--- src/sv/rqd_pkg.sv ---
// ----------------------------------------------------------------------------
// Ring queue package
// Sizes, status codes, shared types and the ring index helper.
// ----------------------------------------------------------------------------
package rqd_pkg;

  localparam int DEPTH     = 8;
  localparam int WORD_BITS = 32;
  localparam int IDX_W     = $clog2(DEPTH);
  localparam int CNT_W     = $clog2(DEPTH + 1);
  localparam int SUM_W     = CNT_W + 1;

  typedef enum logic [1:0] {
    ACT_INSERT = 2'd0,
    ACT_DELETE = 2'd1,
    ACT_DEDUP  = 2'd2
  } action_t;

  typedef enum logic [1:0] {
    ST_OK          = 2'd0,
    ST_OVERFLOW    = 2'd1,
    ST_UNDERFLOW   = 2'd2,
    ST_EMPTY_DEDUP = 2'd3
  } status_t;

  typedef struct packed {
    logic signed [WORD_BITS-1:0] popped;
    status_t                     status;
    logic [CNT_W-1:0]            occupancy;
  } res_t;

  typedef struct packed {
    logic                 we;
    logic [IDX_W-1:0]     waddr;
    logic [WORD_BITS-1:0] wdata;
    logic [IDX_W-1:0]     raddr;
  } mem_req_t;

  function automatic logic [IDX_W-1:0] slot_of(input logic [IDX_W-1:0] head,
                                               input logic [CNT_W-1:0] off);
    logic [SUM_W-1:0] sum;
    sum = SUM_W'(head) + SUM_W'(off);
    if (sum >= SUM_W'(DEPTH)) sum = sum - SUM_W'(DEPTH);
    return sum[IDX_W-1:0];
  endfunction

endpackage

--- src/sv/ring_queue_with_dedup_top.sv ---
// ----------------------------------------------------------------------------
// Ring queue with duplicate removal
// Circular FIFO of signed words with insert, delete and in-place dedup.
// ----------------------------------------------------------------------------
// Channel  Handshake            Payload
// input    in_valid/in_stall    action, value
// output   out_valid/out_stall  popped, status, occupancy
//
// Insert, failed commands and the unused code finish in the idle state.
// Delete goes through a pop state because the ring memory read data is registered.
// Dedup walks the ring and the scratch memory: each entry is read from the ring,
// compared against the kept words in scratch and kept if new, and the kept words
// are then copied back to the ring from slot 0.
// Reset clears the control state, head, count and result valid flags; the memories need no clearing pass.
// A finished result waits in a pending slot while the output is stalled.
// ----------------------------------------------------------------------------
module ring_queue_with_dedup_top
  import rqd_pkg::*;
(
  input  logic                        clk,
  input  logic                        rst,
  input  logic                        in_valid,
  output logic                        in_stall,
  input  logic [1:0]                  action,
  input  logic signed [WORD_BITS-1:0] value,
  output logic                        out_valid,
  input  logic                        out_stall,
  output logic signed [WORD_BITS-1:0] popped,
  output logic [1:0]                  status,
  output logic [CNT_W-1:0]            occupancy
);

  mem_req_t             ring_req;
  mem_req_t             scr_req;
  logic [WORD_BITS-1:0] ring_rdata;
  logic [WORD_BITS-1:0] scr_rdata;
  logic                 can_take;
  logic                 res_load;
  res_t                 res;
  res_t                 res_out;

  rqd_ctrl u_ctrl (
    .clk        (clk),
    .rst        (rst),
    .in_valid   (in_valid),
    .in_stall   (in_stall),
    .action     (action),
    .value      (value),
    .can_take   (can_take),
    .res_load   (res_load),
    .res        (res),
    .ring_req   (ring_req),
    .ring_rdata (ring_rdata),
    .scr_req    (scr_req),
    .scr_rdata  (scr_rdata)
  );

  rqd_ram #(.WIDTH(WORD_BITS), .DEPTH(DEPTH)) u_ring (
    .clk   (clk),
    .we    (ring_req.we),
    .waddr (ring_req.waddr),
    .wdata (ring_req.wdata),
    .raddr (ring_req.raddr),
    .rdata (ring_rdata)
  );

  rqd_ram #(.WIDTH(WORD_BITS), .DEPTH(DEPTH)) u_scratch (
    .clk   (clk),
    .we    (scr_req.we),
    .waddr (scr_req.waddr),
    .wdata (scr_req.wdata),
    .raddr (scr_req.raddr),
    .rdata (scr_rdata)
  );

  rqd_obuf u_obuf (
    .clk       (clk),
    .rst       (rst),
    .res_load  (res_load),
    .res       (res),
    .can_take  (can_take),
    .out_valid (out_valid),
    .out_stall (out_stall),
    .res_out   (res_out)
  );

  assign popped    = res_out.popped;
  assign status    = res_out.status;
  assign occupancy = res_out.occupancy;

endmodule

--- src/sv/rqd_ram.sv ---
// ----------------------------------------------------------------------------
// Generic RAM
// One write port and one read port with registered read data.
// ----------------------------------------------------------------------------
module rqd_ram #(
  parameter int WIDTH = 32,
  parameter int DEPTH = 8
) (
  input  logic                     clk,
  input  logic                     we,
  input  logic [$clog2(DEPTH)-1:0] waddr,
  input  logic [WIDTH-1:0]         wdata,
  input  logic [$clog2(DEPTH)-1:0] raddr,
  output logic [WIDTH-1:0]         rdata
);

  logic [WIDTH-1:0] mem [DEPTH];

  always_ff @(posedge clk) begin
    if (we) begin
      mem[waddr] <= wdata;
    end
    rdata <= mem[raddr];
  end

endmodule

--- src/sv/rqd_obuf.sv ---
// ----------------------------------------------------------------------------
// Result buffer
// A pending slot and the output register, so a new transaction can be taken
// while a finished result waits downstream.
// ----------------------------------------------------------------------------
module rqd_obuf
  import rqd_pkg::*;
(
  input  logic clk,
  input  logic rst,
  input  logic res_load,
  input  res_t res,
  output logic can_take,
  output logic out_valid,
  input  logic out_stall,
  output res_t res_out
);

  logic pend_valid;
  res_t pend;
  logic pend_move;

  assign pend_move = pend_valid && (!out_valid || !out_stall);
  assign can_take  = !pend_valid || pend_move;

  always_ff @(posedge clk) begin
    if (rst) begin
      pend_valid <= 1'b0;
      out_valid  <= 1'b0;
    end else begin
      if (res_load) begin
        pend_valid <= 1'b1;
      end else if (pend_move) begin
        pend_valid <= 1'b0;
      end
      if (pend_move) begin
        out_valid <= 1'b1;
      end else if (!out_stall) begin
        out_valid <= 1'b0;
      end
    end
    if (res_load) begin
      pend <= res;
    end
    if (pend_move) begin
      res_out <= pend;
    end
  end

endmodule

--- src/sv/rqd_ctrl.sv ---
// ----------------------------------------------------------------------------
// Queue controller
// Holds head and count, drives the ring and scratch memories, and sequences
// delete reads and the duplicate removal walk.
// ----------------------------------------------------------------------------
module rqd_ctrl
  import rqd_pkg::*;
(
  input  logic                        clk,
  input  logic                        rst,
  input  logic                        in_valid,
  output logic                        in_stall,
  input  logic [1:0]                  action,
  input  logic signed [WORD_BITS-1:0] value,
  input  logic                        can_take,
  output logic                        res_load,
  output res_t                        res,
  output mem_req_t                    ring_req,
  input  logic [WORD_BITS-1:0]        ring_rdata,
  output mem_req_t                    scr_req,
  input  logic [WORD_BITS-1:0]        scr_rdata
);

  typedef enum logic [2:0] {
    S_IDLE,
    S_POP,
    S_D_RD,
    S_D_GET,
    S_D_CMP,
    S_C_RD,
    S_C_WR
  } state_t;

  state_t               state;
  logic [IDX_W-1:0]     head;
  logic [CNT_W-1:0]     cnt;
  logic [CNT_W-1:0]     src_i;
  logic [CNT_W-1:0]     cmp_j;
  logic [CNT_W-1:0]     kept_n;
  logic [CNT_W-1:0]     copy_k;
  logic [WORD_BITS-1:0] word;
  logic                 accept;
  logic                 full;
  logic [CNT_W-1:0]     src_i_next;
  logic [CNT_W-1:0]     cmp_j_next;
  logic [CNT_W-1:0]     copy_k_next;

  assign in_stall    = (state != S_IDLE) || !can_take;
  assign accept      = in_valid && !in_stall;
  assign full        = (cnt == CNT_W'(DEPTH));
  assign src_i_next  = src_i + 1'b1;
  assign cmp_j_next  = cmp_j + 1'b1;
  assign copy_k_next = copy_k + 1'b1;

  always_comb begin
    ring_req       = '0;
    scr_req        = '0;
    res_load       = 1'b0;
    res.popped     = '0;
    res.status     = ST_OK;
    res.occupancy  = cnt;
    ring_req.raddr = head;
    unique case (state)
      S_IDLE: begin
        if (accept) begin
          res_load = 1'b1;
          unique case (action)
            ACT_INSERT: begin
              if (full) begin
                res.status = ST_OVERFLOW;
              end else begin
                ring_req.we    = 1'b1;
                ring_req.waddr = slot_of(head, cnt);
                ring_req.wdata = value;
                res.occupancy  = cnt + 1'b1;
              end
            end
            ACT_DELETE: begin
              if (cnt == '0) begin
                res.status = ST_UNDERFLOW;
              end else begin
                res_load = 1'b0;
              end
            end
            ACT_DEDUP: begin
              if (cnt == '0) begin
                res.status = ST_EMPTY_DEDUP;
              end else begin
                res_load = 1'b0;
              end
            end
            default: begin
            end
          endcase
        end
      end
      S_POP: begin
        res_load   = 1'b1;
        res.popped = ring_rdata;
      end
      S_D_RD: begin
        ring_req.raddr = slot_of(head, src_i);
      end
      S_D_GET: begin
        if (kept_n == '0) begin
          scr_req.we    = 1'b1;
          scr_req.waddr = '0;
          scr_req.wdata = ring_rdata;
        end
      end
      S_D_CMP: begin
        if (cmp_j_next < kept_n) begin
          scr_req.raddr = cmp_j_next[IDX_W-1:0];
        end
        if ((scr_rdata != word) && (cmp_j_next >= kept_n)) begin
          scr_req.we    = 1'b1;
          scr_req.waddr = kept_n[IDX_W-1:0];
          scr_req.wdata = word;
        end
      end
      S_C_RD: begin
        scr_req.raddr = copy_k[IDX_W-1:0];
      end
      S_C_WR: begin
        ring_req.we    = 1'b1;
        ring_req.waddr = copy_k[IDX_W-1:0];
        ring_req.wdata = scr_rdata;
        if (copy_k_next >= kept_n) begin
          res_load      = 1'b1;
          res.occupancy = kept_n;
        end
      end
      default: begin
      end
    endcase
  end

  always_ff @(posedge clk) begin
    if (rst) begin
      state  <= S_IDLE;
      head   <= '0;
      cnt    <= '0;
      src_i  <= '0;
      cmp_j  <= '0;
      kept_n <= '0;
      copy_k <= '0;
    end else begin
      unique case (state)
        S_IDLE: begin
          if (accept) begin
            unique case (action)
              ACT_INSERT: begin
                if (!full) begin
                  cnt <= cnt + 1'b1;
                end
              end
              ACT_DELETE: begin
                if (cnt != '0) begin
                  cnt   <= cnt - 1'b1;
                  head  <= (cnt == CNT_W'(1)) ? '0 : slot_of(head, CNT_W'(1));
                  state <= S_POP;
                end
              end
              ACT_DEDUP: begin
                if (cnt != '0) begin
                  src_i  <= '0;
                  kept_n <= '0;
                  state  <= S_D_RD;
                end
              end
              default: begin
              end
            endcase
          end
        end
        S_POP: begin
          state <= S_IDLE;
        end
        S_D_RD: begin
          state <= S_D_GET;
        end
        S_D_GET: begin
          word  <= ring_rdata;
          cmp_j <= '0;
          if (kept_n == '0) begin
            kept_n <= CNT_W'(1);
            src_i  <= src_i_next;
            state  <= (src_i_next < cnt) ? S_D_RD : S_C_RD;
            copy_k <= '0;
          end else begin
            state <= S_D_CMP;
          end
        end
        S_D_CMP: begin
          priority if (scr_rdata == word) begin
            src_i  <= src_i_next;
            copy_k <= '0;
            state  <= (src_i_next < cnt) ? S_D_RD : S_C_RD;
          end else if (cmp_j_next < kept_n) begin
            cmp_j <= cmp_j_next;
          end else begin
            kept_n <= kept_n + 1'b1;
            src_i  <= src_i_next;
            copy_k <= '0;
            state  <= (src_i_next < cnt) ? S_D_RD : S_C_RD;
          end
        end
        S_C_RD: begin
          state <= S_C_WR;
        end
        S_C_WR: begin
          if (copy_k_next < kept_n) begin
            copy_k <= copy_k_next;
            state  <= S_C_RD;
          end else begin
            head  <= '0;
            cnt   <= kept_n;
            state <= S_IDLE;
          end
        end
        default: begin
          state <= S_IDLE;
        end
      endcase
    end
  end

endmodule

--- config.mk ---
export PLATFORM = sky130hd
export DESIGN_NAME = ring_queue_with_dedup_top
export DESIGN_NICKNAME = d
export VERILOG_FILES = /design/src/sv/rqd_pkg.sv /design/src/sv/ring_queue_with_dedup_top.sv /design/src/sv/rqd_ram.sv /design/src/sv/rqd_obuf.sv /design/src/sv/rqd_ctrl.sv
export SDC_FILE = /design/constraint.sdc
export NUM_CORES = 1
export LEC_CHECK = 0
export BUFFER_PORTS_ARGS = -buffer_cell sky130_fd_sc_hd__buf_2
export CORE_MARGIN = 1.5
export CORE_UTILIZATION = 56
export DETAILED_ROUTE_END_ITERATION = 7
export PLACE_DENSITY = 0.83
export SYNTH_ARGS = -nofsm -noshare
export SYNTH_HDL_FRONTEND = slang
export SYNTH_SLANG_ARGS = --single-unit
--- constraint.sdc ---
create_clock -name clk -period 5 [get_ports clk]
set_input_delay 0.25 -clock clk [delete_from_list [all_inputs] [get_ports clk]]
set_output_delay 0.25 -clock clk [all_outputs]
set_load 0.1 [all_outputs]
==> results of run 1 <==
## worst reg2reg max path: stages, from the launching register on
cell	delay, ns
dfxtp_1	0.50
nor3_2	0.35
and3_1	0.37
and3_1	0.51
buf_4	0.44
a22o_1	0.34
nand2_1	0.19
nor2_4	0.42
buf_4	0.41
## layout by cell type (no fill, tap or decap), drive strengths merged, types with 38 or more instances in the layout
master	instances
xnor2	39
mux2	64
a22o	66
clkbuf	91
dfxtp	92
mux2i	197
edfxtp	620
nor2	38
mux4	64
buf	112
## power by group through the flow
stage / Clock (uW) / Sequential [uW] / Combinational [uW]
3_3_place_gp: 0 / 6790 / 630
2_1_floorplan: 0 / 7010 / 237
3_5_place_dp: 0 / 6800 / 640
4_1_cts: 5080 / 6670 / 645
5_1_grt: 5310 / 6680 / 676
6_report: 5020 / 6670 / 647
## final cells by class
| class | count | area [um2] | share of cell area |
|---|---|---|---|
| Clock buffer | 91 | 1870 | 0.0591 |
| Antenna cell | 3 | 7.51 | 0.000237 |
| Sequential cell | 712 | 20500 | 0.646 |
| Inverter | 20 | 75.1 | 0.00237 |
| Clock inverter | 37 | 314 | 0.00992 |
| Tap cell | 672 | 841 | 0.0266 |
| Multi-Input combinational cell | 758 | 7380 | 0.233 |
| Timing Repair Buffer | 113 | 708 | 0.0224 |
## worst max-delay path by stage
stage	start	end	slack [ns]	depth (start not counted)
detailed placement	u_ctrl.state[0]$_SDFFE_PP0P_	u_ring.mem[6][1]$_DFFE_PP_	1.16	8
floorplan	u_ctrl.cmp_j[0]$_SDFFE_PP0P_	u_scratch.mem[7][0]$_DFFE_PP_	0.16	6
CTS	u_ctrl.state[0]$_SDFFE_PP0P_	u_ring.mem[6][28]$_DFFE_PP_	1.15	8
finish	u_ctrl.state[0]$_SDFFE_PP0P_	u_ring.mem[6][3]$_DFFE_PP_	1.13	8
global placement	u_ctrl.state[0]$_SDFFE_PP0P_	u_ring.mem[6][12]$_DFFE_PP_	1.32	8
global route	u_ctrl.state[0]$_SDFFE_PP0P_	u_ring.mem[6][0]$_DFFE_PP_	0.92	8
## sequential cells by signal, indices dropped and copies added (netlist names), 32 cells and up
signal and flops:
u_obuf.res_out 38, u_ring.mem 256, u_scratch.rdata 32, u_ctrl.word 32, u_scratch.mem 256, u_ring.rdata 32
u_obuf.pend 38
## through the flow
step	area [um2]	util	hold WS (ns)	instances	setup WS [ns]
finish	31700	0.634	0.141	2406	1.13
global route	31700	0.634	0.141	2405	0.920
CTS	31700	0.633	0.106	2403	1.15
floorplan	28200	-	0.393	1568	0.157
global placement	29500	0.590	0.404	2274	1.32
detailed placement	29500	0.590	0.405	2274	1.16
## what timing repair did
| action | CTS | global route |
|---|---|---|
| hold endpoints to repair | 1 | 0 |
| setup endpoints to repair | 0 | 0 |
| hold buffers | 1 | 0 |
| setup buffers | 0 | 0 |
## routing by layer
metal	routed length (um)	vias to the layer above
met5	11	-
met4	2160	2
met3	4930	118
met2	29700	718
met1	25300	7627
li1	-	6429
## cells by family (layout without fill, tap and decap cells)
logic type                 after synthesis  in the layout  synth area share
adders and majority gates               28             28            0.0130
other                                    0              3                 0
buffers and inverters                   98            261            0.0181
muxes                                  325            325             0.147
DFF                                    712            712             0.726
AOI/OAI and AO/OA                      174            174            0.0468
and+or+nand+nor                        188            188            0.0362
xor gates and xnor gates                43             43            0.0134
==> results.py, run 1 <==
metrics = {
    "layout": {
        "fillers": 3290,
        "synthToLayoutAreaGrowth_pct": 12.3,
        "fin_nets": 1740,
        "drive_gt1_frac": 0.213,
    },
    "synth": {
        "netlist_area_um2": 28200,
        "synth.largest_area_cell": "edfxtp_1",
        "synth_most_common_cell": "edfxtp_1",
        "yosysWarnings": 0,
        "ys_async_sr_fraction": 0,
        "syn_avg_cell_area_um2": 18.0,
        "synth-seq-cells": 712,
        "synth-seq-area-share": 0.726,
        "yosysUniqueCellTypes": 67,
        "synth_commonest_cells": "620 x edfxtp_1, 196 x mux2i_1, 92 x dfxtp_1, 66 x a22o_1",
        "syn_inst": 1568,
        "synth-edff-count": 620,
        "synthFlopType": "edfxtp_1",
        "yosys-top-cells-area": "edfxtp_1 66%, mux2i_1 7.0%, dfxtp_1 6.5%",
        "syn_nets": 1634,
        "netlist.area_leader.share": 0.660,
    },
    "floorplanning": {
        "die_h_um": 227,
        "core_um2": 50000,
        "io_pins": 78,
        "start_util": 0.564,
        "die-area_um2": 51700,
        "die_w_um": 227,
        "row_count": 82,
    },
    "drt": {
        "wl_mm": 62.0,
        "vias": 14894,
        "route.detailed.drc": 0,
        "vias_per_cell": 6.19,
        "wl_per_cell_um": 25.8,
        "initialDrtViolationCount": 1631,
        "firstDrtPassIters": 5,
        "ant_nets": 0,
    },
    "hold_path": {
        "hold_path_startpoint": "in_valid",
        "hold_depth": 3,
        "hp-class": "in -> reg",
        "min_to": "u_obuf.pend[4]$_SDFFCE_PN0P_",
    },
    "timing": {
        "period_needed_ns": 3.87,
        "skew_ns": 0.0329,
        "hold_violations": 0,
        "setup_viol": 0,
        "rsz0062_at_grt": "false",
        "tightestPinTransition_ns": 1.16,
        "maxSlewViolCount": 0,
        "setup_tns_ns": 0,
        "slew_headroom": 0.225,
        "fin_crit_sh": 0.774,
        "max_freq_mhz": 259,
    },
    "power_and_ir_drop": {
        "power.total_uw": 12300,
        "seqPwrFrac": 0.541,
        "ir_worst_vdd_mv": 0.352,
        "p_clk_frac": 0.407,
        "switching_share": 0.228,
        "power_density_nw_per_um2": 390,
        "comb_power_share": 0.052,
        "net-switching-power_uw": 2810,
        "internal_power_uw": 9520,
        "p_leak_uw": 0.0119,
    },
    "placed_design": {
        "numPortBuffers": 77,
        "gp_congestion": 0.936,
        "place_hpwl_mm": 38.3,
    },
    "setup_path": {
        "reg2regPathDepth": 8,
        "crit_slowest_cell": "and3_1",
        "crit_buf_inv": 2,
        "start_kind": "flip-flop",
        "critical_path.reg2reg.endpoint": "u_ring.mem[6][3]$_DFFE_PP_",
        "reg2reg_slack_ns": 1.13,
        "crit_chain": "nor3_2, and3_1, and3_1, buf_4, a22o_1, nand2_1, nor2_4, buf_4",
        "crit_required_ns": 5.29,
        "cp_max_fo": 27,
        "crit_arrival_ns": 4.16,
        "r2r-start": "u_ctrl.state[0]$_SDFFE_PP0P_",
        "critPathKind": "reg -> reg",
        "cp_top_family": "simple AND/OR/NAND/NOR gates",
        "critPathMaxStageDelay_ns": 0.51,
        "cp-end-kind": "flip-flop",
    },
    "clock_tree": {
        "cts_buffers": 69,
        "insertion_delay_ns": 0.62,
        "cts_resized": 0,
        "clock-sinks": 712,
        "htreeDepth": 3,
        "root_buffer": "clkbuf_16",
        "clockBufferDepth": 3,
        "cts_tree": "yes",
        "clkTransAtPathRegs_ns": 0.06,
    },
    "run": {
        "max_cap_viol_count": 0,
    },
    "grt": {
        "grt_pass1_vias": 14813,
        "top_usage_layer": "met2",
        "grt_max_degree": 48,
        "antenna_found_initial": 4,
        "grt_pass1_wl_mm": 92.0,
        "grt_remaining_overflow": 0,
        "grtUsageTotal": 0.245,
        "grtUsageMet3": 0.0378,
        "use_met1": 0.347,
        "grt_use_met2": 0.385,
    },
    "outcome": {
        "outcome": "finished, final reports clean",
    },
}
Power figures use the tool's default switching activity.
==> inputs of run 2 (changes only) <==
--- a/config.mk
+++ b/config.mk
@@ -5,6 +5,7 @@
 export SDC_FILE = /design/constraint.sdc
 export NUM_CORES = 1
 export LEC_CHECK = 0
+export ABC_AREA = 1
 export BUFFER_PORTS_ARGS = -buffer_cell sky130_fd_sc_hd__buf_2
 export CORE_MARGIN = 1.5
 export CORE_UTILIZATION = 56
==> constraint.sdc (replaced) <==
create_clock -name clk -period 3.1 [get_ports clk]
set_input_delay 0.155 -clock clk [delete_from_list [all_inputs] [get_ports clk]]
set_output_delay 0.155 -clock clk [all_outputs]
set_load 0.1 [all_outputs]
==> run 2 against run 1 <==
- die area grew 4.6%
- cell count grew 46%
- fmax grew 29%
- sequential cell count is the same
- utilization grew 1.4 points
- power grew 150%
- sequential power grew 96%
- clock power grew 62%
- global-route usage grew 1.9 points
- area after synthesis grew 4.7%
- largest cell class unchanged
- largest power group unchanged
- highest routed layer is now met4
==> results.py, run 2 <==
metrics = {
    "setup_path": {
        "cp_max_fo": 23,
        "critPathMaxStageDelay_ns": 0.43,
        "crit_chain": "inv_1, nand2_1, nand2_1, nand2_1, nor2_1, nand2_1, nor2_1, nand2_1, nand3_4, inv_1, buf_12, nand2_1, o21ai_0",
        "cp-end-kind": "flip-flop",
        "crit_top_cell": "nand2_1",
        "crit_slowest_cell": "o21ai_0",
        "critPathKind": "reg -> reg",
        "start_kind": "flip-flop",
        "crit_arrival_ns": 3.17,
        "crit_required_ns": 3.27,
    },
    "synth": {
        "syn_avg_cell_area_um2": 11.0,
        "yosysWarnings": 0,
        "ys_async_sr_fraction": 0,
        "synth_commonest_cells": "620 x edfxtp_1, 592 x nand2_1, 376 x inv_1, 227 x nor2_1, 162 x o21ai_0",
        "synth-seq-cells": 712,
        "yosysUniqueCellTypes": 40,
        "syn_inst": 2677,
        "synth-seq-area-share": 0.693,
        "netlist.area_leader.share": 0.631,
        "synth.largest_area_cell": "edfxtp_1",
        "syn_nets": 2743,
        "yosys-top-cells-area": "edfxtp_1 63%, nand2_1 7.5%, dfxtp_1 6.2%",
        "synth-edff-count": 620,
        "netlist_area_um2": 29500,
        "synth_most_common_cell": "edfxtp_1",
        "synthFlopType": "edfxtp_1",
    },
    "power_and_ir_drop": {
        "switching_share": 0.365,
        "p_leak_uw": 0.0134,
        "power.total_uw": 30400,
        "power_density_nw_per_um2": 909,
        "comb_power_share": 0.303,
        "net-switching-power_uw": 11100,
        "internal_power_uw": 19300,
        "ir_worst_vdd_mv": 0.586,
        "seqPwrFrac": 0.430,
        "p_clk_frac": 0.267,
    },
    "timing": {
        "rsz0062_at_grt": "false",
        "hold_violations": 0,
        "maxSlewViolCount": 0,
        "slew_headroom": 0.157,
        "period_needed_ns": 3.00,
        "max_freq_mhz": 333,
        "fin_crit_sh": 0.967,
        "skew_ns": 0.0345,
        "setup_tns_ns": 0,
        "setup_viol": 0,
        "tightestPinTransition_ns": 1.25,
    },
    "floorplanning": {
        "row_count": 83,
        "die_h_um": 233,
        "die-area_um2": 54100,
        "io_pins": 78,
        "start_util": 0.571,
        "die_w_um": 233,
        "core_um2": 51700,
    },
    "drt": {
        "firstDrtPassIters": 6,
        "wl_per_cell_um": 20.1,
        "route.detailed.drc": 0,
        "ant_nets": 0,
        "vias": 20145,
        "vias_per_cell": 5.73,
        "wl_mm": 70.6,
        "initialDrtViolationCount": 2584,
    },
    "grt": {
        "grt_max_degree": 129,
        "grt_pass1_wl_mm": 108,
        "antenna_found_initial": 2,
        "grtUsageTotal": 0.264,
        "grt_pass1_vias": 19688,
        "grt_remaining_overflow": 0,
    },
    "layout": {
        "finish.utilization": 0.647,
        "synthToLayoutAreaGrowth_pct": 13.4,
        "drive_gt1_frac": 0.106,
        "final_cell_mix": "620 x edfxtp_1, 590 x nand2_1, 375 x inv_1",
        "fin_cells": 3513,
        "final_common_cell": "edfxtp_1",
        "seqCellArea_um2": 20500,
        "fillers": 3554,
        "fin_nets": 2845,
        "reg_top3": "u_ring.mem (256), u_scratch.mem (256)",
        "antenna_cells": 0,
        "multiInputGateArea_um2": 7250,
    },
    "placed_design": {
        "gp_congestion": 0.910,
        "post-place-cells": 3384,
        "place_hpwl_mm": 44.2,
        "numPortBuffers": 77,
    },
    "run": {
        "max_cap_viol_count": 0,
    },
    "clock_tree": {
        "clock-sinks": 712,
        "cts_resized": 0,
        "insertion_delay_ns": 0.63,
        "root_buffer": "clkbuf_16",
        "cts_tree": "yes",
        "htreeDepth": 3,
        "clkTransAtPathRegs_ns": 0.06,
        "clockBufferDepth": 3,
        "cts_buffers": 69,
    },
    "hold_path": {
        "hp-class": "in -> reg",
    },
    "outcome": {
        "outcome": "finished, final reports clean",
    },
}
-- run 2: cell count changes after synthesis, sizes merged, moves of 45 or more --
cell   previous run  this run
nor2             38       230
inv              19       387
mux4             64         0
nand2            34       595
a22o             66        21
mux2             64         0
o21ai            16       220
mux2i           197         0
nand3            18       160
o22ai             2        78
-- run 2: path summary, 6_finish.rpt --
path,start,cells after the start,slack [ns],endpoint
setup / recovery,u_scratch.rdata[0]$_DFF_P_,13,0.10,u_scratch.mem[6][26]$_DFFE_PP_
hold / removal,action[1],3,0.05,u_obuf.pend[4]$_SDFFCE_PN0P_
setup reg to reg,u_scratch.rdata[0]$_DFF_P_,13,0.10,u_scratch.mem[6][26]$_DFFE_PP_
hold reg to reg,u_obuf.pend[14]$_SDFFCE_PN0P_,0,0.42,u_obuf.res_out[14]$_DFFE_PP_
-- run 2: area by class of cell --
cell class                 count  area share
clock buffer                  93      0.0561
sequential                   712       0.611
tap                          680      0.0254
multi-input combinational   1457       0.217
timing repair buffer         150      0.0371
clock inverter                32     0.00987
inverter                     389      0.0437
-- run 2: power by group through the flow --
stage | registers [uW] | logic (uW) | clock network [uW]
6_report | 13100 | 9220 | 8130
5_1_grt | 13200 | 9980 | 8570
3_5_place_dp | 13200 | 8940 | 0
2_1_floorplan | 14200 | 5130 | 0
4_1_cts | 13000 | 9090 | 8200
3_3_place_gp | 13200 | 8590 | 0
-- run 2: cell families (layout without fill, tap and decap cells) --
| kind of cell | count (synthesis) | after routing | share of synthesized area |
|---|---|---|---|
| AND/OR/NAND/NOR | 1037 | 1037 | 0.146 |
| flip-flops | 712 | 712 | 0.693 |
| buffers and inverters | 508 | 664 | 0.0688 |
| AO/OA/AOI/OAI | 355 | 355 | 0.0686 |
| XOR/XNOR | 37 | 37 | 0.0110 |
| adder cells (fa/ha/maj) | 28 | 28 | 0.0124 |
-- run 2: metrics by stage --
step	setup slack, ns	area [um2]	hold slack, ns
floorplan	0.0179	29600	0.333
global placement	0.286	31200	0.401
detailed placement	0.271	31200	0.407
CTS	0.216	33500	0.0355
global route	0.0603	33500	0.0631
finish	0.101	33500	0.0537
-- run 2: metal layers --
metal	vias up	track usage	routed length, um	part of all wire
met2	1145	0.427	34000	0.48
met3	159	0.0436	6870	0.097
met1	9674	0.352	27200	0.38
met5	-	0	0	0
met4	0	0.123	2590	0.037
li1	9167	-	-	-
-- run 2: repair_timing --
| item | CTS | global route |
|---|---|---|
| buffers inserted | 0 | 0 |
| hold buffers | 4 | 0 |
| endpoints found under the hold margin | 9 | 0 |
-- run 2: critical path: cells and delay by family, from the launching register on --
kind | cells | cell delay [ns]
AO/OA/AOI/OAI | 1 | 0.43
buffers and inverters | 3 | 0.44
flip-flops | 1 | 0.38
AND/OR/NAND/NOR | 9 | 1.27
